===== config.mk =====
export PLATFORM = sky130hd
export DESIGN_NAME = spi_slave_motor_frame_top_flat
export DESIGN_NICKNAME = d
export VERILOG_FILES = /design/src/rtl/smf_pkg.sv /design/src/rtl/smf_if.sv /design/src/rtl/spi_slave_motor_frame_top.sv /design/src/flat_wrapper.sv
export SDC_FILE = /design/constraint.sdc
export NUM_CORES = 1
export LEC_CHECK = 0
export BUFFER_PORTS_ARGS = -buffer_cell sky130_fd_sc_hd__buf_4
export CORE_MARGIN = 2
export CORE_UTILIZATION = 49
export CTS_CLUSTER_DIAMETER = 50
export DETAILED_ROUTE_END_ITERATION = 16
export PLACE_DENSITY = 0.77
export SLEW_MARGIN = 20
export SYNTH_ARGS = -nofsm -noshare
export SYNTH_HDL_FRONTEND = slang
export SYNTH_SLANG_ARGS = --single-unit

===== constraint.sdc =====
create_clock -name clk -period 5.9 [get_ports clk]
set_input_delay 0.59 -clock clk [delete_from_list [all_inputs] [get_ports clk]]
set_output_delay 0.59 -clock clk [all_outputs]
set_load 0.1 [all_outputs]

===== src/rtl/smf_pkg.sv =====
package smf_pkg;

  localparam logic [15:0] MARKER_WORD   = 16'hBEEF;
  localparam logic [3:0]  LAST_WORD     = 4'd9;
  localparam logic [3:0]  FIRST_TX_WORD = 4'd2;
  localparam int          TELEM_DEPTH   = 7;

  localparam logic [15:0] START_MASK_RST  = 16'h8000;
  localparam logic [14:0] DRIVE_LIMIT_RST = 15'd300;

  typedef enum logic [0:0] {
    CFG_START_MASK  = 1'b0,
    CFG_DRIVE_LIMIT = 1'b1
  } cfg_index_t;

  typedef enum logic [0:0] {
    OP_WORD  = 1'b0,
    OP_RESET = 1'b1
  } op_t;

  typedef struct packed {
    logic               operation;
    logic [15:0]        rx_word;
    logic signed [31:0] encoder_position;
    logic signed [31:0] spring_position;
    logic signed [15:0] motor_current;
  } in_item_t;

  typedef struct packed {
    logic               tx_load;
    logic [15:0]        tx_word;
    logic               drive_valid;
    logic signed [15:0] drive_value;
  } out_item_t;

endpackage


===== src/rtl/smf_if.sv =====
interface smf_in_if
  import smf_pkg::*;
();
  logic     valid;
  logic     ready;
  in_item_t data;

  modport source (output valid, output data, input ready);
  modport sink   (input valid, input data, output ready);
endinterface

interface smf_out_if
  import smf_pkg::*;
();
  logic      valid;
  logic      ready;
  out_item_t data;

  modport source (output valid, output data, input ready);
  modport sink   (input valid, input data, output ready);
endinterface


===== src/rtl/spi_slave_motor_frame_top.sv =====
// Word handler of a 16-bit SPI slave motor frame.
// in_ch carries one item per received word (or a protocol reset when
// operation is set); out_ch returns exactly one result item per input item:
// a transmit word to load and/or a clamped drive command, or neither.
// The cfg_ port writes start_mask (index 0) and drive_limit (index 1); write
// only while no item is in flight.
// The result is registered and is valid in the cycle after the item is accepted.
// Throughput: one item per cycle while the receiver takes each result; the
// frame state is updated in the accept cycle, and the result register is the only stage.
// in_ch.ready is high whenever the result register is empty or is being
// taken in the same cycle, so a stalled receiver holds the result and
// back-pressures the source after one item.
// Reset (rst_n low, synchronous): result register empty, word counter 0,
// restart flag set, telemetry and command cleared, registers at defaults.
module spi_slave_motor_frame_top
  import smf_pkg::*;
(
  input  logic            clk,
  input  logic            rst_n,
  smf_in_if.sink          in_ch,
  smf_out_if.source       out_ch,
  input  logic            cfg_we,
  input  logic [0:0]      cfg_index,
  input  logic [15:0]     cfg_wdata
);

  logic [15:0] start_mask_r;
  logic [14:0] drive_limit_r;

  logic [3:0]  word_count_r, word_count_nxt;
  logic        restart_r, restart_nxt;
  logic [15:0] command_r, command_nxt;
  logic [15:0] telem_r [TELEM_DEPTH];
  logic [31:0] prev_pos_r, prev_pos_nxt;
  logic        telem_we;

  logic        out_valid_r;
  out_item_t   out_data_r, out_nxt;

  logic        accept;
  logic [2:0]  telem_idx;
  logic signed [16:0] cmd_s, lim_s;
  logic signed [15:0] cmd_clamped;

  assign in_ch.ready  = !out_valid_r || out_ch.ready;
  assign accept       = in_ch.valid && in_ch.ready;
  assign out_ch.valid = out_valid_r;
  assign out_ch.data  = out_data_r;

  assign telem_idx = 3'(word_count_r - FIRST_TX_WORD);
  assign cmd_s     = 17'(signed'(command_r));
  assign lim_s     = signed'({2'b00, drive_limit_r});

  always_comb begin
    if (cmd_s > lim_s) begin
      cmd_clamped = 16'(lim_s);
    end else if (cmd_s < -lim_s) begin
      cmd_clamped = 16'(-lim_s);
    end else begin
      cmd_clamped = 16'(cmd_s);
    end
  end

  always_comb begin
    word_count_nxt = word_count_r;
    restart_nxt    = restart_r;
    command_nxt    = command_r;
    prev_pos_nxt   = prev_pos_r;
    telem_we       = 1'b0;
    out_nxt        = '0;
    if (in_ch.data.operation == OP_RESET) begin
      word_count_nxt = '0;
      prev_pos_nxt   = in_ch.data.encoder_position;
    end else begin
      if ((in_ch.data.rx_word & start_mask_r) != '0 && !restart_r) begin
        word_count_nxt  = '0;
        restart_nxt     = 1'b1;
        out_nxt.tx_load = 1'b1;
        out_nxt.tx_word = MARKER_WORD;
      end else begin
        restart_nxt = 1'b0;
        if (word_count_r == 4'd1) begin
          command_nxt = in_ch.data.rx_word;
        end else if (word_count_r >= FIRST_TX_WORD && word_count_r < LAST_WORD) begin
          out_nxt.tx_load = 1'b1;
          out_nxt.tx_word = telem_r[telem_idx];
        end else if (word_count_r == LAST_WORD) begin
          prev_pos_nxt        = in_ch.data.encoder_position;
          telem_we            = 1'b1;
          out_nxt.tx_load     = 1'b1;
          out_nxt.tx_word     = MARKER_WORD;
          command_nxt         = cmd_clamped;
          out_nxt.drive_valid = 1'b1;
          out_nxt.drive_value = cmd_clamped;
        end
      end
      if (word_count_nxt <= LAST_WORD) begin
        word_count_nxt = word_count_nxt + 4'd1;
      end
    end
  end

  always_ff @(posedge clk) begin
    if (!rst_n) begin
      start_mask_r  <= START_MASK_RST;
      drive_limit_r <= DRIVE_LIMIT_RST;
    end else if (cfg_we) begin
      case (cfg_index_t'(cfg_index))
        CFG_START_MASK:  start_mask_r  <= cfg_wdata;
        CFG_DRIVE_LIMIT: drive_limit_r <= cfg_wdata[14:0];
        default: ;
      endcase
    end
  end

  always_ff @(posedge clk) begin
    if (!rst_n) begin
      word_count_r <= '0;
      restart_r    <= 1'b1;
      command_r    <= '0;
      prev_pos_r   <= '0;
      for (int i = 0; i < TELEM_DEPTH; i++) begin
        telem_r[i] <= '0;
      end
    end else if (accept) begin
      word_count_r <= word_count_nxt;
      restart_r    <= restart_nxt;
      command_r    <= command_nxt;
      prev_pos_r   <= prev_pos_nxt;
      if (telem_we) begin
        telem_r[0] <= in_ch.data.encoder_position[15:0];
        telem_r[1] <= in_ch.data.encoder_position[31:16];
        telem_r[2] <= 16'(in_ch.data.encoder_position - prev_pos_r);
        telem_r[3] <= in_ch.data.motor_current;
        telem_r[4] <= in_ch.data.spring_position[15:0];
        telem_r[5] <= in_ch.data.spring_position[31:16];
        telem_r[6] <= MARKER_WORD;
      end
    end
  end

  always_ff @(posedge clk) begin
    if (!rst_n) begin
      out_valid_r <= 1'b0;
    end else if (accept) begin
      out_valid_r <= 1'b1;
    end else if (out_ch.ready) begin
      out_valid_r <= 1'b0;
    end
  end

  always_ff @(posedge clk) begin
    if (accept) begin
      out_data_r <= out_nxt;
    end
  end

endmodule


===== src/flat_wrapper.sv =====
// flat-port wrapper written by rule: the top's interface ports become plain ports
module spi_slave_motor_frame_top_flat import smf_pkg::*;
  (clk, rst_n, cfg_we, cfg_index, cfg_wdata, in_ch_valid, in_ch_data, in_ch_ready, out_ch_valid, out_ch_data, out_ch_ready);
  smf_in_if in_ch_i ();
  smf_out_if out_ch_i ();
  input  logic clk;
  input  logic rst_n;
  input  logic cfg_we;
  input  logic [0:0] cfg_index;
  input  logic [15:0] cfg_wdata;
  input wire logic [$bits(in_ch_i.valid)-1:0] in_ch_valid;
  input wire logic [$bits(in_ch_i.data)-1:0] in_ch_data;
  output wire logic [$bits(in_ch_i.ready)-1:0] in_ch_ready;
  output wire logic [$bits(out_ch_i.valid)-1:0] out_ch_valid;
  output wire logic [$bits(out_ch_i.data)-1:0] out_ch_data;
  input wire logic [$bits(out_ch_i.ready)-1:0] out_ch_ready;
  assign in_ch_i.valid = in_ch_valid;
  assign in_ch_i.data = in_ch_data;
  assign in_ch_ready = in_ch_i.ready;
  assign out_ch_valid = out_ch_i.valid;
  assign out_ch_data = out_ch_i.data;
  assign out_ch_i.ready = out_ch_ready;
  spi_slave_motor_frame_top u_core (.clk(clk), .rst_n(rst_n), .in_ch(in_ch_i), .out_ch(out_ch_i), .cfg_we(cfg_we), .cfg_index(cfg_index), .cfg_wdata(cfg_wdata));
endmodule

==> results of run 1 <==
==> worst paths after layout <==
kind	from	to	slack, ps	cells after the start
setup / recovery	u_core.drive_limit_r[0]	u_core.command_r[3]	1510	13
hold / removal	cfg_wdata[15]	u_core.start_mask_r[15]	380	3
setup reg to reg	u_core.drive_limit_r[0]	u_core.command_r[3]	1510	13
hold reg to reg	u_core.start_mask_r[1]	u_core.start_mask_r[1]	460	2
==> where the power goes <==
part	internal, mW	switching, mW	total [mW]
logic	0.184	0.342	0.525
clock network	0.585	0.561	1.15
registers	1.54	0.0328	1.58
==> routing by layer <==
layer  up-vias  GRT usage
met4         0     0.0769
li1       4064          -
met3        46     0.0431
met2       347      0.391
met5         -          0
met1      4056      0.364
==> worst reg2reg max path, cell delays in order (launching register included) <==
cell	delay [ps]
dfxtp_1	350
or3_1	550
nor2_8	180
nand4_4	140
or4_4	480
xnor2_1	150
ha_1	190
a21o_1	180
a211o_1	290
nand2_1	250
nand2_1	610
o21ai_1	490
a21oi_1	110
a221o_1	320
==> through the flow <==
step,utilization,total power [mW]
final,0.592,3.25
after global routing,0.592,3.35
after CTS,0.592,3.26
after detailed placement,0.564,2.13
after global placement,0.564,2.12
after floorplan,-,1.95
==> state kept, by name, indices dropped and copies added, names as in the netlist <==
register	cells
u_core.out_ch.valid	1
u_core.prev_pos_r	16
u_core.out_ch.data	34
u_core.drive_limit_r	15
u_core.telem_r	97
u_core.command_r	16
u_core.word_count_r	4
u_core.start_mask_r	16
u_core.restart_r	1
==> kinds of logic after synthesis <==
kind of cell / after synthesis / share of synthesized area
simple gates: 363 / 0.168
compound gates: 273 / 0.169
flops: 200 / 0.499
buf+inv: 108 / 0.0425
fa+ha+maj: 51 / 0.0606
mux: 39 / 0.0415
xor+xnor: 24 / 0.0197
==> cell usage after synthesis, drive strengths merged, types with 10 or more instances <==
| master | n |
|---|---|
| nor2 | 87 |
| a211oi | 17 |
| inv | 43 |
| dfxtp | 69 |
| mux2i | 33 |
| nor2b | 12 |
| a221oi | 10 |
| o221ai | 13 |
| nand2 | 106 |
| nand3 | 22 |
| nor3 | 22 |
| o21ai | 52 |
| o22ai | 13 |
| edfxtp | 131 |
| buf | 21 |
| ha | 50 |
| xnor2 | 18 |
| and2 | 83 |
| a21oi | 96 |
| clkbuf | 43 |
==> final cells by class <==
cell class | count | area (sq um)
Clock buffer | 19 | 454
Tap cell | 275 | 344
Clock inverter | 13 | 126
Timing Repair Buffer | 160 | 1200
Inverter | 44 | 165
Sequential cell | 200 | 5320
Multi-Input combinational cell | 750 | 4910
Fill cell | 1801 | 8630
==> results.cfg, run 1 <==
[cts]
clockBufferDepth = 2
numCtsBuffers = 17
clock_latency_ps = 440
cts_tree = built
cts_sinks = 200
holdBufCountCts = 0
path_clk_slew_ps = 80
cts_max_level = 4
cts_resized = 0
clockRootBuffer = clkbuf_16
cts_setup_buffers = 0

[timing]
post-route-period-util = 0.744
worst_pin_slew_ps = 1120
worst_slack_ps = 1510
finalHoldViolations = 0
worst_clock_skew_ps = 16.2
slew_headroom = 0.254
setup_tns_ps = 0
rsz0062_at_grt = false
setup_viol = 0
fin_crit_ps = 4390
max_freq_mhz = 228
whs_ps = 377
report.final.slew_viol_count = 0

[critical_path]
cp_cell_sequence = or3_1 -> nor2_8 -> nand4_4 -> or4_4 -> xnor2_1 -> ha_1 -> a21o_1 -> a211o_1 -> nand2_1 -> nand2_1 -> o21ai_1 -> a21oi_1 -> a221o_1
crit_arrival_ps = 4710
crit_top_cell = nand2_1
path_class = reg2reg
crit_buf_inv = 0
required_ps = 6220
slowest_stage = nand2_1
critical-path-top-delay-family = simple AND/OR/NAND/NOR gates
cpPeakStageDelay_ps = 600
cp-end-kind = register
cp-start-kind = register
cp_max_fo = 22

[power_and_ir_drop]
p_per_area_nw_per_um2 = 259
irDropWorstVdd_v = 0.000193
leakage_nw = 5.04

[logic_synthesis]
synth_edf_count = 131
synthCells = 1058
netlist_area_sq_um = 10700
synth.avg_cell_area_sq_um = 10.1
synth_top_flop_cell = edfxtp_1
async_flop_share = 0
ys_types = 74
synthTopCellsByArea = edfxtp_1 37%, dfxtp_1 13%, ha_1 5.9%, and2_1 4.9%, a21oi_1 4.5%
yosysSeqAreaShare = 0.499
yosys_warnings = 0
synth_top_cell_by_area = edfxtp_1
synthesis.nets = 1228
yosys.area.top_type_share = 0.369
ys_ff_latch = 200

[placed_design]
placed_area_sq_um = 11900
placed_cells = 1429
hpwl_um = 20700
place_congestion = 0.937
place_ws_ps = 1640
port_buffers = 154

[grt]
antenna_found_initial = 0
grt_max_degree = 79
grt.overflow.total = 0
grt_pass1_wl_um = 43700
grt_pass1_vias = 7877
gr-usage-all-layers = 0.252

[floorplan]
start_util = 0.504
die-area_sq_um = 23000
core_sq_um = 21200
std_cell_rows = 53
die_h_um = 151
die_w_um = 151
ios = 155

[route]
routed-via-count = 8513
antenna_left = 0
wl_met2_um = 13100
drt-pass1-iter-count = 6
drt-initial-drc-count = 797
drt-total-wl_um = 28700
route.met3.wl_um = 2090
wl_per_cell_um = 19.7
wl_met1_um = 12900
routed_via_density = 5.83
routed.top_layer = met4
drc_errors = 0

[cells_and_area]
final_cells = 1461
design_area_sq_um = 12500
mostFrequentLayoutCells = 160 x buf_4, 131 x edfxtp_1, 104 x nand2_1
drive_above_1_share = 0.189
design.final.nets = 1343
final_common_cell = buf_4
area_growth_pct = 17.4
diodes = 0

[status]
outcome = complete, no violations

[worst_hold_path]
hp-class = in2reg

[job]
drv_cap = 0
No activity file was read; power rests on OpenSTA's default activity.
==> run 2: changes to the inputs <==
- clock period: 5.9 -> 4.07 ns (I/O delays scaled with it)
==> results.cfg, run 2 (synthesized netlist as in run 1, its figures left out) <==
[status]
outcome = complete, no violations

[cts]
cts_max_level = 4
clockRootBuffer = clkbuf_16
path_clk_slew_ps = 80
cts_sinks = 200
clock_latency_ps = 450
numCtsBuffers = 17
holdBufCountCts = 0
cts_tree = built
clockBufferDepth = 2

[power_and_ir_drop]
leakage_nw = 5.13
irDropWorstVdd_v = 0.000313
p_per_area_nw_per_um2 = 375

[grt]
antenna_found_initial = 0
grt_max_degree = 52
grt_pass1_vias = 8067
grt.overflow.total = 0
grt_pass1_wl_um = 43700
gr-usage-all-layers = 0.254

[worst_hold_path]
hp-class = in2reg
min_path_cells = 3
hold_path.startpoint = cfg_wdata[15]
hold_end = u_core.start_mask_r[15]

[floorplan]
die_h_um = 151
std_cell_rows = 53
die_w_um = 151
die-area_sq_um = 23000
start_util = 0.504
ios = 155
core_sq_um = 21200

[critical_path]
required_ps = 4240
r2r_end = u_core.out_ch.data[2]
slowest_stage = dfxtp_1
cp_cell_sequence = inv_1 -> ha_1 -> and3_1 -> nand3_1 -> nor3_1 -> xnor2_1 -> ha_1 -> o21ai_0 -> o21ai_1 -> o21a_1 -> o31a_2 -> nor2_4 -> buf_4 -> a21o_1 -> a22oi_1 -> nor2_1
cpPeakStageDelay_ps = 350
reg2reg_depth = 16
crit_top_cell = ha_1
regToRegSetupSlack_ps = 300
cp-start-kind = register
cp-end-kind = register
path_class = reg2reg
crit_arrival_ps = 3940
cp_max_fo = 8
crit_start = u_core.drive_limit_r[1]
regToRegStartpoint = u_core.drive_limit_r[1]

[route]
antenna_left = 0
wl_per_cell_um = 19.6
drt-initial-drc-count = 857
drt-total-wl_um = 29000
routed_via_density = 5.86
drt-pass1-iter-count = 5
drc_errors = 0
routed-via-count = 8638

[placed_design]
port_buffers = 154
placed_area_sq_um = 12100
hpwl_um = 21300
place_congestion = 0.942
place_ws_ps = 234

[timing]
worst_slack_ps = 297
report.final.slew_viol_count = 0
fin_crit_ps = 3770
slew_headroom = 0.308
finalHoldViolations = 0
post-route-period-util = 0.927
setup_viol = 0
worst_clock_skew_ps = 13.0
max_freq_mhz = 265
whs_ps = 187
worst_pin_slew_ps = 1040
rsz0062_at_grt = false
setup_tns_ps = 0

[cells_and_area]
top_register = u_core.telem_r
diodes = 0
fill_cells = 1758
design.final.nets = 1357
largest_reg_flops = 97
mostFrequentLayoutCells = 171 x buf_4, 131 x edfxtp_1, 105 x nand2_1
area_growth_pct = 18.9
design_area_sq_um = 12700
drive_above_1_share = 0.199
final_common_cell = buf_4

[job]
drv_cap = 0
-- run 2: worst max-delay path: cells and delay by family, from the launching register on --
kind / cells / cell delay [ps]
fa+ha+maj: 2 / 560
flops: 1 / 350
xor+xnor: 1 / 130
simple gates: 5 / 930
buf+inv: 2 / 270
compound gates: 6 / 1270
-- run 2: final cells by class --
class	count	area (sq um)	area share
Timing Repair Buffer	174	1340	0.106
Inverter	44	165	0.0130
Tap cell	275	344	0.0271
Clock buffer	20	468	0.0369
Sequential cell	200	5320	0.419
Multi-Input combinational cell	750	4910	0.388
Clock inverter	12	125	0.00987
-- run 2: what timing repair did --
action,4_1_cts,5_1_grt
resized for setup,0,1
setup buffers,0,0
setup endpoints to repair,0,1
-- run 2: routing by layer --
layer,GRT usage,wire [um]
met5,0,0
met3,0.0488,2440
met4,0.0968,864
met1,0.346,12000
met2,0.403,13700
-- run 2: per-stage QoR --
stage                     std cells   util  power, mW
final                          1475  0.599       4.75
after global routing           1475  0.599       4.90
after CTS                      1475  0.599       4.76
after detailed placement       1443  0.571       3.10
after global placement         1443  0.571       3.08
after floorplan                1058      -       2.83
-- run 2: how the worst max path moves through the flow --
| stage | endpoint | slack, ps |
|---|---|---|
| 5_1_grt | u_core.command_r[9] | 40 |
| 3_5_place_dp | u_core.out_ch.data[6] | 230 |
| 3_3_place_gp | u_core.out_ch.data[6] | 310 |
| 4_1_cts | u_core.out_ch.data[6] | 220 |
| 2_1_floorplan | u_core.telem_r[0][0] | 400 |
| 6_report | u_core.out_ch.data[2] | 300 |
-- run 2: power breakdown --
part	internal (mW)	switching (mW)	leakage (nW)
Clock	0.867	0.818	0.290
Sequential	2.24	0.0461	1.91
Combinational	0.279	0.502	2.94
Total	3.38	1.37	5.13
